--- src/hdl/rkf_pkg.sv ---
// ----------------------------------------------------------------------------
// rkf_pkg
// Types and constants shared by the reactive key fade engine modules.
// ----------------------------------------------------------------------------
package rkf_pkg;

  localparam int KEY_W   = 7;
  localparam int LEVEL_W = 16;
  localparam int TIME_W  = 16;
  localparam int RATE_W  = 16;
  localparam int DEC_W   = TIME_W + RATE_W - 8;
  localparam int MASK_W  = 64;
  localparam int CFG_AW  = 2;

  localparam logic [LEVEL_W-1:0] FULL_LEVEL = '1;
  localparam logic [RATE_W-1:0]  RATE_RESET = RATE_W'(512);

  typedef enum logic [1:0] {
    CMD_PRESS   = 2'd0,
    CMD_RELEASE = 2'd1,
    CMD_TICK    = 2'd2,
    CMD_READ    = 2'd3
  } cmd_e;

  typedef enum logic [CFG_AW-1:0] {
    REG_MASK_LO = 2'd0,
    REG_MASK_HI = 2'd1,
    REG_RATE    = 2'd2,
    REG_NONE    = 2'd3
  } reg_e;

  typedef struct packed {
    cmd_e               command;
    logic [KEY_W-1:0]   key_index;
    logic [TIME_W-1:0]  tick_time;
  } in_t;

  typedef struct packed {
    logic [LEVEL_W-1:0] key_weight;
    logic               key_held;
    logic               all_idle;
  } out_t;

  typedef struct packed {
    logic               held;
    logic [LEVEL_W-1:0] level;
  } entry_t;

  typedef struct packed {
    logic               held_inc;
    logic               held_dec;
    logic               fade_inc;
    logic               fade_dec;
    logic               hit;
    logic               hit_held;
    logic [LEVEL_W-1:0] hit_weight;
  } stat_t;

endpackage

--- src/hdl/rkf_proc.sv ---
// ----------------------------------------------------------------------------
// rkf_proc
// Head of the ring: applies the current command to the entry passing by.
// ----------------------------------------------------------------------------
module rkf_proc (
  input  rkf_pkg::cmd_e                 command,
  input  logic                          match,
  input  logic                          enable,
  input  logic [rkf_pkg::DEC_W-1:0]     dec,
  input  rkf_pkg::entry_t               ent_in,
  output rkf_pkg::entry_t               ent_out,
  output rkf_pkg::stat_t                stat
);
  import rkf_pkg::*;

  logic level_nz;
  assign level_nz = (ent_in.level != '0);

  always_comb begin
    ent_out = ent_in;
    stat    = '0;
    case (command)
      CMD_PRESS: begin
        if (match && enable) begin
          ent_out.level = '0;
          ent_out.held  = 1'b1;
          stat.fade_dec = level_nz;
          stat.held_inc = !ent_in.held;
        end
      end
      CMD_RELEASE: begin
        if (match && enable && ent_in.held) begin
          ent_out.held  = 1'b0;
          ent_out.level = FULL_LEVEL;
          stat.held_dec = 1'b1;
          stat.fade_inc = !level_nz;
        end
      end
      CMD_TICK: begin
        if (dec != '0 && level_nz) begin
          if (dec >= DEC_W'(ent_in.level)) begin
            ent_out.level = '0;
            stat.fade_dec = 1'b1;
          end else begin
            ent_out.level = ent_in.level - dec[LEVEL_W-1:0];
          end
        end
      end
      default: begin
        if (match) begin
          stat.hit_weight = ent_in.held ? FULL_LEVEL : ent_in.level;
        end
      end
    endcase
    stat.hit      = match && (command != CMD_TICK);
    stat.hit_held = ent_out.held;
  end

endmodule

--- config.mk ---
export PLATFORM = sky130hd
export DESIGN_NAME = rkf_proc
export DESIGN_NICKNAME = d
export VERILOG_FILES = /design/src/hdl/rkf_pkg.sv /design/src/hdl/rkf_proc.sv
export SDC_FILE = /design/constraint.sdc
export NUM_CORES = 1
export LEC_CHECK = 0
export BUFFER_PORTS_ARGS = -buffer_cell sky130_fd_sc_hd__buf_2
export CORE_UTILIZATION = 45
export DETAILED_ROUTE_END_ITERATION = 10
export GPL_TIMING_DRIVEN = 1
export PLACE_DENSITY = 0.86
export SETUP_SLACK_MARGIN = 0.1
export SYNTH_ARGS = -nofsm -noshare
export SYNTH_HDL_FRONTEND = slang
export SYNTH_SLANG_ARGS = --single-unit
--- constraint.sdc ---
create_clock -name vclk -period 7.2
set_clock_uncertainty 0.15 [all_clocks]
set_input_delay 1.44 -clock vclk [all_inputs]
set_output_delay 1.44 -clock vclk [all_outputs]
set_load 0.005 [all_outputs]
==> metrics <==
outcome finished, final reports clean; combinational group share of total power 100.0%; seq_cells 0; first-pass GRT wire length 9528 µm; required time of the worst setup path 5.61 ns; compound-cell area share of the yosys netlist 33.53%; Final GP Congestion 1.004; DR iter-0 viols 220; Rel. slew slack 43.96%; hold buffer count at CTS 0; CP Data Arrival Time 4.12 ns; placed wire-length estimate 4825 µm; Distinct cells, synth 52; Total Neg Setup Slack 0 ns; Post-synth top cells 46 x nor2_1, 35 x inv_1, 31 x ha_1, 26 x o21ai_0, 23 x a21oi_1; Total Routed Length 5856 µm; Peak VDD IR 28.51 µV; core area 4000 µm²; pin count of the biggest net entering global routing 21; routed length per placed instance 13.81 µm; maximum clock rate 0.1752 GHz; Post-CTS Resized 0; Cell Pwr Density 64.57 nW/µm²; Synth area leader ha_1; top-count cell post-synth nor2_1; RSZ-0062 raised after global routing no; final net count 453; simple-gate portion of the synthesized area 31.14%; clock power share 0%; fin crit period 5.707 ns; slowest stage delay, CP 0.82 ns; Ant. Diodes 0; WS Path Type in2out; initial core utilization 47.11%; slew at the pin closest to its max-slew limit 0.8406 ns; Synth Instances 301; Slowest-stage cell, CP a2111oi_4; type of the tightest min-delay check in2out; Post-Syn Area 1884 µm²; # Max-Cap Violations 0; Seq/Total Area, Yosys 0%; Lkg Pwr 0.001278 µW; via count 2526; GRT Total Usage 26.96%; row cnt 23; Area contributors post-synth ha_1 21%, nor2_1 9.2%, inv_1 7.0%; drt via density 5.958; crit start category input port; Post-route DRC 0; vias in the first global route 2111; I/O Pins 84; Placed Area 2313 µm²; Reg area 0 µm²; endpoint class of the critical path output port; area share of fa/ha/maj cells after synthesis 21.65%; port buffer count 84; post-route clock period utilization 79.27%; internal power 62.54 µW; multiplexer share of the synthesized area 0.5976%; crit path max fanout 13; DR pass1 iterations 6; switching power 86.85 µW; Die Wd 66.71 µm; Final Setup Violations 0; top-area cell type share of the netlist area 20.58%; total grt overflow 0; antenna violations before repair 0; Die H 66.71 µm; worst path cell trace buf_2, inv_1, ha_1, nand2_1, o21ai_2, a2111oi_4, o21ai_2, a2111oi_4, nand2_1, o21ai_0, buf_2; syn nets 378; Net Sw Frac 58.14%; largest family of logic cells by synthesized area compound AO/OA/AOI/OAI gates; area delta synth->final 22.78%; antenna viol nets, final 0; count of final max-slew check failures 0; Clock buffer cells 0; fraction of layout cells with a size suffix above 1 26.20%; xor/xnor share of the synthesized area 3.254%; Die Footprint 4450 µm²; final hold violation count 0; Flop pwr share 0%; Layout Cell Area excl Fill 2313 µm²; synthesized area per cell 6.260 µm²; setup repair bufs after CTS 0; Ys Warns 0
-- critical path, delay by kind of cell --
| kind | cells | cell delay (ns) |
|---|---|---|
| buffers and inverters | 3 | 0.29 |
| AOI/OAI and AO/OA | 5 | 1.61 |
| adders and majority gates | 1 | 0.36 |
| and+or+nand+nor | 2 | 0.42 |
-- logic make-up (layout without fill, tap and decap cells) --
group           after synthesis  in the layout
mux                           1              1
compound gates               93             93
xor+xnor                      7              7
simple gates                122            122
fa+ha+maj                    32             32
buf+inv                      46            119
-- routing by layer --
layer / up-vias / GRT usage (%) / routed length (µm)
li1: 1225 / - / -
met1: 1163 / 37.13 / 2494
met2: 128 / 46.09 / 2791
met3: 10 / 1.370 / 500
met4: 0 / 4.787 / 70
met5: - / 0 / 0
-- path summary, 6_finish.rpt --
check | start | to | slack (ns) | cells past startpoint
setup / recovery | dec[11] | ent_out[12] | 1.49 | 11
hold / removal | match | stat[17] | 3.05 | 3
-- through the flow --
stage	util, %	power [µW]	std cells	setup slack, ns	hold WS (ns)
after floorplan	-	96.13	301	2.242	2.829
after global placement	57.84	143.7	424	1.555	3.045
after detailed placement	57.84	146.1	424	1.533	3.052
after CTS	57.84	146.9	424	1.539	3.051
after global routing	57.84	166.2	424	1.300	3.084
final	57.84	149.4	424	1.493	3.052
-- power by group through the flow --
stage          combinational (µW)  sequential [µW]  clock, µW
3_5_place_dp                  146                0          0
2_1_floorplan                96.1                0          0
6_report                      149                0          0
4_1_cts                       147                0          0
5_1_grt                       166                0          0
3_3_place_gp                  144                0          0
-- cell type report --
type | count | area [µm²]
well taps | 50 | 62.56
multi-input cells | 255 | 1699
inverters | 35 | 131.4
repair buffers | 84 | 420.4
fillers | 412 | 1687
-- layout by cell type (no fill, tap or decap), types with 3 or more instances in the layout --
cell	n
nor3_1	3
o21ai_0	26
xor2_1	6
a21oi_1	23
a211oi_1	5
nor2_1	46
ha_1	31
nand2_1	22
o21ai_1	3
a21o_1	6
a31oi_1	3
buf_2	84
nor4_1	10
nand4_1	4
nor2b_1	3
inv_1	35
o31ai_1	3
nand3_1	17
nand2b_1	3
o21a_1	3
No activity file was read; power rests on OpenSTA's default activity.
