===== src/hdl/rkf_pkg.sv =====
// ----------------------------------------------------------------------------
// rkf_pkg
// Types and constants shared by the reactive key fade engine modules.
// ----------------------------------------------------------------------------
package rkf_pkg;

  localparam int KEY_W   = 7;
  localparam int LEVEL_W = 16;
  localparam int TIME_W  = 16;
  localparam int RATE_W  = 16;
  localparam int DEC_W   = TIME_W + RATE_W - 8;
  localparam int MASK_W  = 64;
  localparam int CFG_AW  = 2;

  localparam logic [LEVEL_W-1:0] FULL_LEVEL = '1;
  localparam logic [RATE_W-1:0]  RATE_RESET = RATE_W'(512);

  typedef enum logic [1:0] {
    CMD_PRESS   = 2'd0,
    CMD_RELEASE = 2'd1,
    CMD_TICK    = 2'd2,
    CMD_READ    = 2'd3
  } cmd_e;

  typedef enum logic [CFG_AW-1:0] {
    REG_MASK_LO = 2'd0,
    REG_MASK_HI = 2'd1,
    REG_RATE    = 2'd2,
    REG_NONE    = 2'd3
  } reg_e;

  typedef struct packed {
    cmd_e               command;
    logic [KEY_W-1:0]   key_index;
    logic [TIME_W-1:0]  tick_time;
  } in_t;

  typedef struct packed {
    logic [LEVEL_W-1:0] key_weight;
    logic               key_held;
    logic               all_idle;
  } out_t;

  typedef struct packed {
    logic               held;
    logic [LEVEL_W-1:0] level;
  } entry_t;

  typedef struct packed {
    logic               held_inc;
    logic               held_dec;
    logic               fade_inc;
    logic               fade_dec;
    logic               hit;
    logic               hit_held;
    logic [LEVEL_W-1:0] hit_weight;
  } stat_t;

endpackage


===== src/hdl/rkf_cell.sv =====
// ----------------------------------------------------------------------------
// rkf_cell
// One stage of the key ring: holds one key's held mark and fade level.
// ----------------------------------------------------------------------------
module rkf_cell (
  input  logic           clk,
  input  logic           rst,
  input  logic           shift,
  input  rkf_pkg::entry_t d,
  output rkf_pkg::entry_t q
);
  import rkf_pkg::*;

  always_ff @(posedge clk) begin
    if (rst) begin
      q <= '0;
    end else if (shift) begin
      q <= d;
    end
  end

endmodule


===== config.mk =====
export PLATFORM = sky130hd
export DESIGN_NAME = rkf_cell
export DESIGN_NICKNAME = d
export VERILOG_FILES = /design/src/hdl/rkf_pkg.sv /design/src/hdl/rkf_cell.sv
export SDC_FILE = /design/constraint.sdc
export NUM_CORES = 1
export LEC_CHECK = 0
export ABC_AREA = 1
export BUFFER_PORTS_ARGS = -buffer_cell sky130_fd_sc_hd__buf_2
export CORE_AREA = 8 8 49 51
export CTS_CLUSTER_DIAMETER = 40
export DETAILED_ROUTE_END_ITERATION = 7
export DIE_AREA = 0 0 57 59
export PLACE_DENSITY = 0.79
export SLEW_MARGIN = 5
export SYNTH_ARGS = -nofsm -noshare
export SYNTH_HDL_FRONTEND = slang
export SYNTH_SLANG_ARGS = --single-unit
export TNS_END_PERCENT = 1

===== constraint.sdc =====
create_clock -name clk -period 1.9 [get_ports clk]
set_input_delay 0.38 -clock clk [delete_from_list [all_inputs] [get_ports clk]]
set_output_delay 0.38 -clock clk [all_outputs]
set_load 0.01 [all_outputs]

==> results of run 1 <==
## Yosys cell counts, drive strengths merged
cell   number  area share, %
buf         5            7.7
dfxtp      17             46
inv        18            9.2
nand2      34             18
nor2       34             19
## final timing paths
path                              to  slack (ns)
hold / removal    q[13]$_SDFFE_PP0P_        0.38
hold reg to reg    q[6]$_SDFFE_PP0P_        0.47
setup reg to reg   q[4]$_SDFFE_PP0P_        1.32
setup / recovery               q[16]        0.76
## report_power, final
part           total [mW]  internal [mW]  switching [mW]
sequential          0.393          0.381          0.0117
clock               0.181         0.0779           0.103
combinational       0.119         0.0522          0.0672
total               0.694          0.511           0.182
## through the flow
stage | utilization [%] | setup slack [ns] | hold slack, ns | instance area (sq um)
final | 54.77 | 0.7620 | 0.3815 | 904.6
after global routing | 54.77 | 0.6969 | 0.3920 | 904.6
after CTS | 54.77 | 0.7451 | 0.3746 | 904.6
after detailed placement | 53.11 | 0.7282 | 0.4628 | 877.1
after global placement | 53.11 | 0.7632 | 0.4555 | 877.1
after floorplan | - | 1.008 | 0.4924 | 732.0
## layer usage
metal / vias to the layer above / global-route usage, %
met1: 274 / 11.79
met4: 0 / 1.007
met3: 0 / 6.009
li1: 371 / -
met2: 33 / 13.02
met5: - / 0
## layout by cell type (no fill, tap or decap)
master                      n
sky130_fd_sc_hd__buf_2     36
sky130_fd_sc_hd__inv_1     17
sky130_fd_sc_hd__clkinv_2   1
sky130_fd_sc_hd__inv_2      1
sky130_fd_sc_hd__nor2_1    30
sky130_fd_sc_hd__clkbuf_4   3
sky130_fd_sc_hd__nand2_2    1
sky130_fd_sc_hd__nor2_2     4
sky130_fd_sc_hd__nand2_1   33
sky130_fd_sc_hd__dfxtp_1   17
## cell families after synthesis
group         after synthesis  synth area share, %
buf+inv                    23                16.92
flops                      17                46.50
simple gates               68                36.58
## area by class of cell
class / instances / area [sq um]
fillers: 187 / 747.0
inverters: 18 / 67.56
clock inverters: 1 / 5.005
multi-input cells: 68 / 267.8
repair buffers: 36 / 180.2
well taps: 17 / 21.27
clock buffers: 3 / 22.52
flip-flops and latches: 17 / 340.3
==> qor.txt, run 1 <==
===========================================================================================
Antenna violation net count after detailed routing ...........................            0
Maximum buffer depth of the clock tree .......................................            2
Vias per Instance ............................................................        4.238
Vias in the first global route ...............................................          640
Final clock period utilization by the worst path .............................       59.90%
Area growth from synthesis to layout .........................................       23.59%
Unrepaired setup endpoints after global routing ..............................        false
Slowest cell on crit path .................................................... sky130_fd_sc_hd__dfxtp_1
Total routing resource utilization after global routing ......................       9.236%
Floorplan die area ........................................................... 0.003363 sq mm
Number of placed instances with taps included ................................          156
Beginning of the worst hold path .............................................        d[13]
Final weighted congestion in routability-driven placement ....................       0.6307
Detailed route wirelength on metal3 ..........................................       180 um
Total wire length after detailed routing .....................................      1506 um
Share of post-route cells with drive strength above 1 ........................       32.17%
Seq/Total Area, Yosys ........................................................       46.50%
Starting utilization of the core area ........................................       44.32%
Crit path buffers/inverters ..................................................            1
Biggest registers after layout ...............................................        q x17
Count of buffers from port buffering .........................................           36
Cell family contributing the most delay on the critical path .................   flip-flops
Maximum number of pins on one net before global-route repair .................           35
Mapped Nets ..................................................................          128
Met1 layer wirelength in the final routing ...................................       727 um
Cell Pwr Density ............................................................. 766.7 mW/mm^2
Kind of start point of the critical path .....................................     register
Global-route wire length before repair .......................................      2628 um
DP Wirelength ................................................................      1181 um
Slew Viols, Final ............................................................            0
Post-synthesis instance area .................................................  732.0 sq um
Diodes inserted ..............................................................            0
Via count ....................................................................          678
Crit-path max cell delay .....................................................      0.35 ns
R2R cell count ...............................................................            2
Maximum clock skew at final layout ...........................................         0 ns
Timing-limited maximum frequency .............................................   0.8787 GHz
Max transition margin ........................................................       64.17%
DIE WIDTH ....................................................................        57 um
I/O pin total ................................................................           37
Global-route congestion overflow total .......................................            0
Overall power consumption ....................................................    0.6936 mW
Sum of met2 wire segment lengths after detailed routing ......................       598 um
Critical path capture point type .............................................   output pin
Max Cap Violations ...........................................................            0
Warnings from Yosys ..........................................................            0
Post-CTS Setup Bufs ..........................................................            0
Beginning of the worst register-to-register path ............................. q[4]$_SDFFE_PP0P_
Critical path class .......................................................... register to output pin
Area inside the core boundary ................................................ 0.001652 sq mm
Die height ...................................................................        59 um
Setup TNS after final layout .................................................         0 ns
Required time worst endpoint .................................................      1.52 ns
Class of the tightest hold or removal check .................................. input port to register
Post-synth cell types ........................................................           10
Number of design-rule violations left by the first detailed-router iteration .           10
Number of cells produced by synthesis ........................................          108
Hold Crit Depth ..............................................................            5
Clock latency at the later pin of the worst-skew pair ........................      0.28 ns
Maximum fanout along the worst path ..........................................            2
Start point of the critical path ............................................. q[16]$_SDFFE_PP0P_
Yosys reg bits ...............................................................           17
Fin crit period ..............................................................     1.138 ns
Reported leakage power .......................................................    0.5686 nW
Detailed-routing iteration count for the pre-antenna-repair pass .............            4
TritonCTS Buffers ............................................................            3
Post-layout net count ........................................................          164
CTS Root Buffer Type ......................................................... sky130_fd_sc_hd__clkbuf_4
Worst-path cell chain ........................................................        buf_2
Critical Path Stages .........................................................            1
Worst-margin pin slew ........................................................    0.5375 ns
Clock-pin transition on the worst setup and hold timing paths ................      0.09 ns
Finish-stage setup viols .....................................................            0
CTS resizes ..................................................................            0
Max H-tree Level .............................................................            1
Hold-fix buffers, CTS ........................................................            0
Final hold violations ........................................................            0
Arrival time at the worst endpoint ...........................................      0.76 ns
DRC violation count after routing ............................................            0
Number of rows created at floorplan ..........................................           15
Clock tree from TritonCTS ....................................................        built
Largest register by flop count ...............................................            q
Initial antenna violation count ..............................................            0
Uppermost metal layer occupied by signal nets ................................         met3
Drt wl/cell ..................................................................     9.413 um
Final Non-Filler Cells .......................................................          160
Clock sink total .............................................................           17
Mean instance size in the synthesized netlist ................................  6.777 sq um
Status ....................................................................... finished, final reports clean
Max reg flops ................................................................           17
Worst supply voltage drop on vdd .............................................     416.7 uV
===========================================================================================
No activity file was read; power rests on OpenSTA's default activity.
==> run 2: changes to the inputs <==
- CORE_AREA: 8 8 49 51 -> 8 8 53 55
- DIE_AREA: 0 0 57 59 -> 0 0 61 63
- PLACE_DENSITY: 0.79 -> 0.7
- clock period: 1.9 -> 1 ns (I/O delays scaled with it)
==> qor.txt, run 2 (synthesis gave the netlist of run 1 again) <==
===========================================================================================
Status ....................................................................... finished, final reports clean   unchanged
Overall power consumption ....................................................     1.370 mW   was 0.6936 mW
TritonCTS Buffers ............................................................            3   unchanged
Global-route congestion overflow total .......................................            0   unchanged
R2R cell count ...............................................................            2   unchanged
Area of the multi-input gates ................................................  267.8 sq um   unchanged
Kind of start point of the critical path .....................................     register   unchanged
Vias in the first global route ...............................................          624   was 640
Worst-margin pin slew ........................................................    0.2809 ns   was 0.5375 ns
Post-layout net count ........................................................          165   was 164
Final hold violations ........................................................            0   unchanged
Setup slack on the worst flop-to-flop path ...................................      0.41 ns   was 1.32 ns
Count of buffers from port buffering .........................................           36   unchanged
Met1 layer wirelength in the final routing ...................................       764 um   was 727 um
Maximum fanout along the worst path ..........................................            2   unchanged
DIE WIDTH ....................................................................        61 um   was 57 um
Total routing resource utilization after global routing ......................       8.513%   was 9.236%
Core occupancy in the finished layout ........................................       47.48%   was 54.77%
Hold-fix buffers, CTS ........................................................            0   unchanged
Commonest non-fill, non-tap cell in the layout ............................... sky130_fd_sc_hd__nand2_1   was sky130_fd_sc_hd__buf_2
Initial antenna violation count ..............................................            0   unchanged
Uppermost metal layer occupied by signal nets ................................         met3   unchanged
Largest register by flop count ...............................................            q   unchanged
Maximum buffer depth of the clock tree .......................................            2   unchanged
Worst-path cell chain ........................................................        buf_4   was buf_2
Detailed-routing iteration count for the pre-antenna-repair pass .............            4   unchanged
Clock-pin transition on the worst setup and hold timing paths ................      0.10 ns   was 0.09 ns
Finish-stage setup viols .....................................................            0   unchanged
Final clock period utilization by the worst path .............................       95.32%
Area taken by flip-flops and latches .........................................  360.3 sq um   was 340.3 sq um
I/O pin total ................................................................           37   unchanged
Max H-tree Level .............................................................            1   unchanged
Worst setup path endpoint ....................................................         q[3]   was q[16]
Timing-limited maximum frequency .............................................    1.049 GHz
Final worst hold slack .......................................................    0.1842 ns   was 0.3815 ns
Max reg flops ................................................................           17   unchanged
Reg-to-reg critical path endpoint ............................................ q[12]$_SDFFE_PP0P_   was q[4]$_SDFFE_PP0P_
Biggest registers after layout ...............................................        q x17   unchanged
Post-CTS Setup Bufs ..........................................................            0   unchanged
Cell family contributing the most delay on the critical path .................   flip-flops   unchanged
Detailed route wirelength on metal3 ..........................................       212 um   was 180 um
DRC violation count after routing ............................................            0   unchanged
Maximum clock skew at final layout ...........................................         0 ns   unchanged
Crit-path max cell delay .....................................................      0.33 ns   was 0.35 ns
Share of post-route cells with drive strength above 1 ........................       43.75%   was 32.17%
Top library cells by usage in the layout, fill and taps aside ................ sky130_fd_sc_hd__nand2_1 (33), sky130_fd_sc_hd__buf_2 (32), sky130_fd_sc_hd__nor2_1 (30)   was sky130_fd_sc_hd__buf_2 (36), sky130_fd_sc_hd__nand2_1 (33), sky130_fd_sc_hd__nor2_1 (30)
Critical path capture point type .............................................   output pin   unchanged
Number of design-rule violations left by the first detailed-router iteration .           18   was 10
Fin crit period ..............................................................    0.9532 ns
Final weighted congestion in routability-driven placement ....................       0.6552   was 0.6307
Max transition margin ........................................................       81.24%   was 64.17%
Critical path class .......................................................... register to output pin   unchanged
Required time worst endpoint .................................................      0.80 ns   was 1.52 ns
Final-layout fill cell count .................................................          228   was 187
Cell Pwr Density ............................................................. 1399 mW/mm^2   was 766.7 mW/mm^2
Crit path buffers/inverters ..................................................            1   unchanged
Unrepaired setup endpoints after global routing ..............................        false   unchanged
Slew Viols, Final ............................................................            0   unchanged
Worst-case setup slack after placement .......................................    0.2083 ns   was 0.7282 ns
Final setup margin ...........................................................   0.04679 ns   was 0.7620 ns
Starting utilization of the core area ........................................       35.48%   was 44.32%
Antenna violation net count after detailed routing ...........................            0   unchanged
Maximum number of pins on one net before global-route repair .................           35   unchanged
Beginning of the worst register-to-register path ............................. q[12]$_SDFFE_PP0P_   was q[4]$_SDFFE_PP0P_
Total wire length after detailed routing .....................................      1659 um   was 1506 um
Clock latency at the later pin of the worst-skew pair ........................      0.29 ns   was 0.28 ns
Diodes inserted ..............................................................            0   unchanged
CTS resizes ..................................................................            1   was 0
Worst supply voltage drop on vdd .............................................      1068 uV   was 416.7 uV
Max Cap Violations ...........................................................            0   unchanged
Reported leakage power .......................................................    0.5867 nW   was 0.5686 nW
Arrival time at the worst endpoint ...........................................      0.75 ns   was 0.76 ns
Clock tree from TritonCTS ....................................................        built   unchanged
DP Wirelength ................................................................      1211 um   was 1181 um
Via count ....................................................................          689   was 678
Drt wl/cell ..................................................................     9.645 um   was 9.413 um
Vias per Instance ............................................................        4.006   was 4.238
Area growth from synthesis to layout .........................................       33.85%   was 23.59%
Clock sink total .............................................................           17   unchanged
Number of rows created at floorplan ..........................................           17   was 15
Global-route wire length before repair .......................................      2608 um   was 2628 um
Class of the tightest hold or removal check .................................. input port to register   unchanged
Critical Path Stages .........................................................            1   unchanged
Area inside the core boundary ................................................ 0.002063 sq mm   was 0.001652 sq mm
Die height ...................................................................        63 um   was 59 um
Sum of met2 wire segment lengths after detailed routing ......................       682 um   was 598 um
Slowest cell on crit path .................................................... sky130_fd_sc_hd__dfxtp_2   was sky130_fd_sc_hd__dfxtp_1
Start point of the critical path ............................................. q[3]$_SDFFE_PP0P_   was q[16]$_SDFFE_PP0P_
Setup TNS after final layout .................................................         0 ns   unchanged
CTS Root Buffer Type ......................................................... sky130_fd_sc_hd__clkbuf_4   unchanged
Floorplan die area ........................................................... 0.003843 sq mm   was 0.003363 sq mm
===========================================================================================
## run 2: cell types whose count changed in the layout (fill, tap and decap cells not counted)
cell                      before  now
sky130_fd_sc_hd__buf_12        0    1
sky130_fd_sc_hd__dfxtp_2       0   16
sky130_fd_sc_hd__buf_2        36   32
sky130_fd_sc_hd__dfxtp_1      17    1
sky130_fd_sc_hd__buf_6         0    3
sky130_fd_sc_hd__buf_4         0    1
## run 2: worst min path at each step
stage / end / start / slack (ns) / cells after the start
2_1_floorplan: q[0]$_SDFFE_PP0P_ / rst / 0.37 / 3
3_3_place_gp: q[8]$_SDFFE_PP0P_ / q[8]$_SDFFE_PP0P_ / 0.45 / 2
3_5_place_dp: q[7]$_SDFFE_PP0P_ / q[7]$_SDFFE_PP0P_ / 0.46 / 2
4_1_cts: q[0]$_SDFFE_PP0P_ / d[0] / 0.18 / 5
5_1_grt: q[8]$_SDFFE_PP0P_ / d[8] / 0.18 / 5
6_report: q[0]$_SDFFE_PP0P_ / d[0] / 0.18 / 5
## run 2: final cells by class
class	count	area share (%)
clock buffers	3	2.299
clock inverters	1	0.5109
inverters	18	6.897
well taps	28	3.576
flip-flops and latches	17	36.78
repair buffers	37	22.61
multi-input cells	68	27.33
## run 2: per-layer routing
layer	track usage [%]	vias to the layer above
met5	0	-
met4	1.749	0
met3	5.350	0
met2	12.17	31
met1	10.42	282
li1	-	376
## run 2: metrics by stage
stage / cells / cell area (sq um)
after detailed placement: 168 / 910.9
final: 172 / 979.7
after CTS: 172 / 939.7
after floorplan: 108 / 732.0
after global placement: 168 / 910.9
after global routing: 172 / 979.7
## run 2: power breakdown
| part | total [mW] | internal, mW | switching, mW | leakage [nW] |
|---|---|---|---|---|
| Clock | 0.362 | 0.149 | 0.213 | 0.0177 |
| Combinational | 0.251 | 0.118 | 0.133 | 0.423 |
| Sequential | 0.758 | 0.733 | 0.0251 | 0.146 |
| Total | 1.37 | 1.00 | 0.371 | 0.587 |
## run 2: worst reg2reg max path, cell delays in order, from the launching register on
cell and delay, ns:
sky130_fd_sc_hd__dfxtp_2 0.34, sky130_fd_sc_hd__nor2_1 0.11, sky130_fd_sc_hd__nor2_2 0.05
